$ cat src/hw/rtl/oaht_pkg.sv
package oaht_pkg;

    localparam logic [31:0] HASH_MUL = 32'h811C9DC5;
    localparam int REM_W = 9;

    localparam logic [1:0] OP_LOOKUP = 2'd0;
    localparam logic [1:0] OP_INSERT = 2'd1;
    localparam logic [1:0] OP_DELETE = 2'd2;

    localparam logic [2:0] RS_FOUND    = 3'd0;
    localparam logic [2:0] RS_MISS     = 3'd1;
    localparam logic [2:0] RS_UPDATED  = 3'd2;
    localparam logic [2:0] RS_INSERTED = 3'd3;
    localparam logic [2:0] RS_FULL     = 3'd4;

    localparam logic [1:0] SL_EMPTY = 2'd0;
    localparam logic [1:0] SL_USED  = 2'd1;
    localparam logic [1:0] SL_TOMB  = 2'd2;

    typedef struct packed {
        logic clr;
        logic load;
        logic hash;
        logic modr;
        logic chk;
        logic wr;
    } t_dp_cmd;

    typedef struct packed {
        logic clr_last;
        logic hash_last;
        logic mod_last;
        logic chk_done;
        logic out_free;
    } t_dp_sts;

    // four restoring remainder steps, remainder always below the divisor
    function automatic logic [REM_W-1:0] rem_step(input logic [REM_W-1:0] rem,
                                                  input logic [3:0] nib,
                                                  input logic [REM_W-1:0] d);
        logic [REM_W-1:0] r;
        r = rem;
        for (int k = 3; k >= 0; k--) begin
            r = {r[REM_W-2:0], nib[k]};
            if (r >= d) begin
                r = r - d;
            end
        end
        return r;
    endfunction

endpackage

$ cat src/hw/rtl/oaht_ctrl.sv
module oaht_ctrl (
    input  logic              i_clk,
    input  logic              i_rst_n,
    input  logic              i_valid,
    output logic              o_stall,
    input  oaht_pkg::t_dp_sts i_sts,
    output oaht_pkg::t_dp_cmd o_cmd
);

    localparam logic [2:0] S_CLR  = 3'd0;
    localparam logic [2:0] S_IDLE = 3'd1;
    localparam logic [2:0] S_HASH = 3'd2;
    localparam logic [2:0] S_MOD  = 3'd3;
    localparam logic [2:0] S_RD   = 3'd4;
    localparam logic [2:0] S_CHK  = 3'd5;
    localparam logic [2:0] S_WR   = 3'd6;

    logic [2:0] r_state, n_state;

    always_comb begin
        n_state = r_state;
        o_cmd   = '0;
        unique case (r_state)
            S_CLR: begin
                o_cmd.clr = 1'b1;
                if (i_sts.clr_last) n_state = S_IDLE;
            end
            S_IDLE: begin
                if (i_valid) begin
                    o_cmd.load = 1'b1;
                    n_state    = S_HASH;
                end
            end
            S_HASH: begin
                o_cmd.hash = 1'b1;
                if (i_sts.hash_last) n_state = S_MOD;
            end
            S_MOD: begin
                o_cmd.modr = 1'b1;
                if (i_sts.mod_last) n_state = S_RD;
            end
            S_RD: begin
                n_state = S_CHK;
            end
            S_CHK: begin
                o_cmd.chk = 1'b1;
                n_state   = i_sts.chk_done ? S_WR : S_RD;
            end
            S_WR: begin
                if (i_sts.out_free) begin
                    o_cmd.wr = 1'b1;
                    n_state  = S_IDLE;
                end
            end
            default: n_state = S_CLR;
        endcase
    end

    assign o_stall = (r_state != S_IDLE);

    always_ff @(posedge i_clk) begin
        if (!i_rst_n) begin
            r_state <= S_CLR;
        end else begin
            r_state <= n_state;
        end
    end

endmodule

$ cat config.mk
export PLATFORM = sky130hd
export DESIGN_NAME = oaht_ctrl
export DESIGN_NICKNAME = d
export VERILOG_FILES = /design/src/hw/rtl/oaht_pkg.sv /design/src/hw/rtl/oaht_ctrl.sv
export SDC_FILE = /design/constraint.sdc
export NUM_CORES = 1
export LEC_CHECK = 0
export ABC_AREA = 1
export BUFFER_PORTS_ARGS = -buffer_cell sky130_fd_sc_hd__buf_2
export CAP_MARGIN = 20
export CELL_PAD_IN_SITES_DETAIL_PLACEMENT = 0
export CELL_PAD_IN_SITES_GLOBAL_PLACEMENT = 1
export CORE_AREA = 2 2 39 41
export DETAILED_ROUTE_END_ITERATION = 7
export DIE_AREA = 0 0 41 43
export GPL_TIMING_DRIVEN = 0
export PLACE_DENSITY_LB_ADDON = 0.05
export SLEW_MARGIN = 10
export SYNTH_ARGS = -nofsm -noshare
export SYNTH_HDL_FRONTEND = slang
export SYNTH_SLANG_ARGS = --single-unit
$ cat constraint.sdc
create_clock -name i_clk -period 2.8 [get_ports i_clk]
set_clock_uncertainty 0.05 [all_clocks]
set_input_delay 0.56 -clock i_clk [delete_from_list [all_inputs] [get_ports i_clk]]
set_output_delay 0.56 -clock i_clk [all_outputs]
set_load 0.01 [all_outputs]
==> reports/results.txt <==
outcome -> completed
register area share after synthesis -> 0.181
Register Area -> 60.1 um2
#FFs+latches synth -> 3
initial drt markers -> 3
Slew HR -> 0.864
IO Pins -> 15
adder-cell share of the synthesized area -> 0
CP Cell Sequence -> buf_6 > inv_2 > nor4_1 > buf_2
cts repair resizes -> 0
vias per std cell -> 4.02
internal power -> 0.000215 W
layout cells sized above 1 -> 0.437
crit-path leading delay family -> buffers and inverters
Reg with most FFs -> r_state
Worst IR Drop VDD -> 0.232 mV
YS warnings -> 0
slowest CP cell -> dfxtp_1
crit path capture type -> output pin
Sw Ratio -> 0.470
Synth Net Count -> 61
Syn Area/Cell -> 6.26 um2
crit path DAT -> 1160 ps
Max Clk Rate -> 565 MHz
Post-Synth XOR/XNOR Area -> 0
Final TNS setup -> 0 ps
post-synthesis instance total -> 53
area share of the largest cell type after synthesis -> 0.181
leading registers by flop count -> r_state: 3 flops
antenna viol nets, final -> 0
Hold-fix buffers, CTS -> 0
Seq pwr share -> 0.173
startpoint types -> flip-flop
Hold WS -> 522 ps
die area -> 0.00176 mm2
compound-cell area share of the yosys netlist -> 0.0755
Root Buffer Master -> clkbuf_4
Critical Path Fanout Max -> 8
Final #Nets -> 80
die height -> 43 um
first-pass GRT wire length -> 1250 um
R2R Setup Slk -> 1610 ps
endpoints failing setup -> 0
slew at the pin closest to its max-slew limit -> 201 ps
Skew-Pair Late Insertion Delay -> 230 ps
Post-synth EDFFs -> 0
Row Count -> 14
P per Cell Area -> 905 mW/mm2
Period minus WS final -> 1770 ps
DR pass1 iterations -> 3
synthesized cell area -> 332 um2
buffer depth of the longest clock path -> 2
Setup Buffers After CTS -> 0
Distinct cells, synth -> 17
detail-routed net length per standard cell -> 8.68 um
largest net degree at the start of global routing -> 11
vias -> 350
GR Util All Layers -> 0.106
Detailed Route WL -> 755 um
final hold violation count -> 0
FF-to-FF Start -> r_state[1]
CTS HTree Levels -> 1
Tcrit/Tclk final -> 0.632
Worst Hold Launch -> i_rst_n
min-delay worst type -> input port to flip-flop
filler cell count -> 162
Synth Area in Simple Gates -> 0.540
DRC -> 0
gpl congestion -> 0.702
CP bufs+invs -> 3
Sw Pwr -> 0.000191 W
Async SR Flop Fraction -> 0
CP max stage delay -> 310 ps
multi-input logic area -> 204 um2
antenna cells -> 0
total grt overflow -> 0
maxcap violations -> 0
Comb power frac -> 0.644
RSZ-0062 raised after global routing -> no
Critical Path RT -> 2190 ps
dpl hpwl -> 634 um
mux share of post-synthesis cell area -> 0
total CTS buffers -> 3
CP Class -> flip-flop to output pin
LEAKAGE -> 0.266 nW
number of global-route vias before repair -> 324
Post-synth top cells -> 10 x inv_1, 7 x nand2_1, 7 x nor2_1
clock-pin slew on the worst setup and hold paths -> 40 ps
Synth Flop Type -> dfxtp_1
Port-buffer cells -> 14
Slew Viols, Final -> 0
starting density of the core -> 0.240
largest family of logic cells by synthesized area -> simple AND/OR/NAND/NOR gates
count leader, synth -> inv_1
synth top area cells -> dfxtp_1 18%, inv_1 11%, nand3_2 9.1%
Die W -> 41 um
clk sinks -> 3
clock power share -> 0.183
TritonCTS clock tree -> built
largest area contributor in the synthesized netlist -> dfxtp_1
CP Launch Point -> r_state[2]
CORE AREA -> 0.00138 mm2
area delta synth->final -> 35.1%
initial antenna violation count -> 0
max reg flops -> 3
==> cells by family (layout without fill, tap and decap cells) <==
kind of cell / after synthesis / in the layout
simple gates: 32 / 32
buf+inv: 14 / 32
compound gates: 4 / 4
flops: 3 / 3
==> worst min-delay path, cell delays in order <==
cell and delay [ps]:
buf_2 110, inv_1 50, a21oi_1 30
==> stage by stage <==
stage	instance area, um2	total power, W	cells	util	setup WS, ps
finish	448	0.000406	87	0.324	1030
global placement	422	0.000339	83	0.305	1200
detailed placement	422	0.000336	83	0.305	1200
global route	448	0.000449	87	0.324	883
floorplan	332	0.000271	53	-	1240
CTS	448	0.000412	87	0.324	1020
==> cell usage in the layout (no fill, tap or decap), types with 2 or more instances in the layout <==
| master | n |
|---|---|
| dfxtp_1 | 3 |
| nand2_2 | 3 |
| nand2_1 | 7 |
| nand3_1 | 4 |
| nor2_2 | 2 |
| inv_1 | 10 |
| clkbuf_4 | 3 |
| nor3_1 | 2 |
| nand3_2 | 3 |
| nor2_1 | 7 |
| a21oi_1 | 2 |
| buf_6 | 2 |
| inv_2 | 2 |
| nor2_4 | 2 |
| buf_2 | 14 |
==> final cells by class <==
cell class                      count  share of cell area
Buffer                              2              0.0503
Clock buffer                        4              0.0587
Inverter                           12               0.101
Multi-Input combinational cell     36               0.455
Sequential cell                     3               0.134
Tap cell                           16              0.0447
Timing Repair Buffer               14               0.156
==> metal layers <==
layer  part of all wire  up-vias  global-route usage
li1                   -      202                   -
met1               0.49      137               0.131
met2               0.46        9               0.156
met3              0.036        2              0.0157
met4              0.017        0              0.0800
met5                  0        -                   0
==> power by group through the flow <==
| stage | Combinational, W | Sequential, W | Clock (W) |
|---|---|---|---|
| 2_1_floorplan | 0.000202 | 0.0000682 | 0 |
| 3_3_place_gp | 0.000267 | 0.0000712 | 0 |
| 3_5_place_dp | 0.000265 | 0.0000709 | 0 |
| 4_1_cts | 0.000265 | 0.0000703 | 0.0000767 |
| 5_1_grt | 0.000299 | 0.0000710 | 0.0000791 |
| 6_report | 0.000261 | 0.0000701 | 0.0000741 |
==> final timing paths <==
check                                  end  cells after the start
worst max-delay path              o_cmd[0]                      4
worst min register to register  r_state[0]                      3
worst min-delay path            r_state[2]                      3
worst max register to register  r_state[0]                      7
Power figures use the tool's default switching activity.
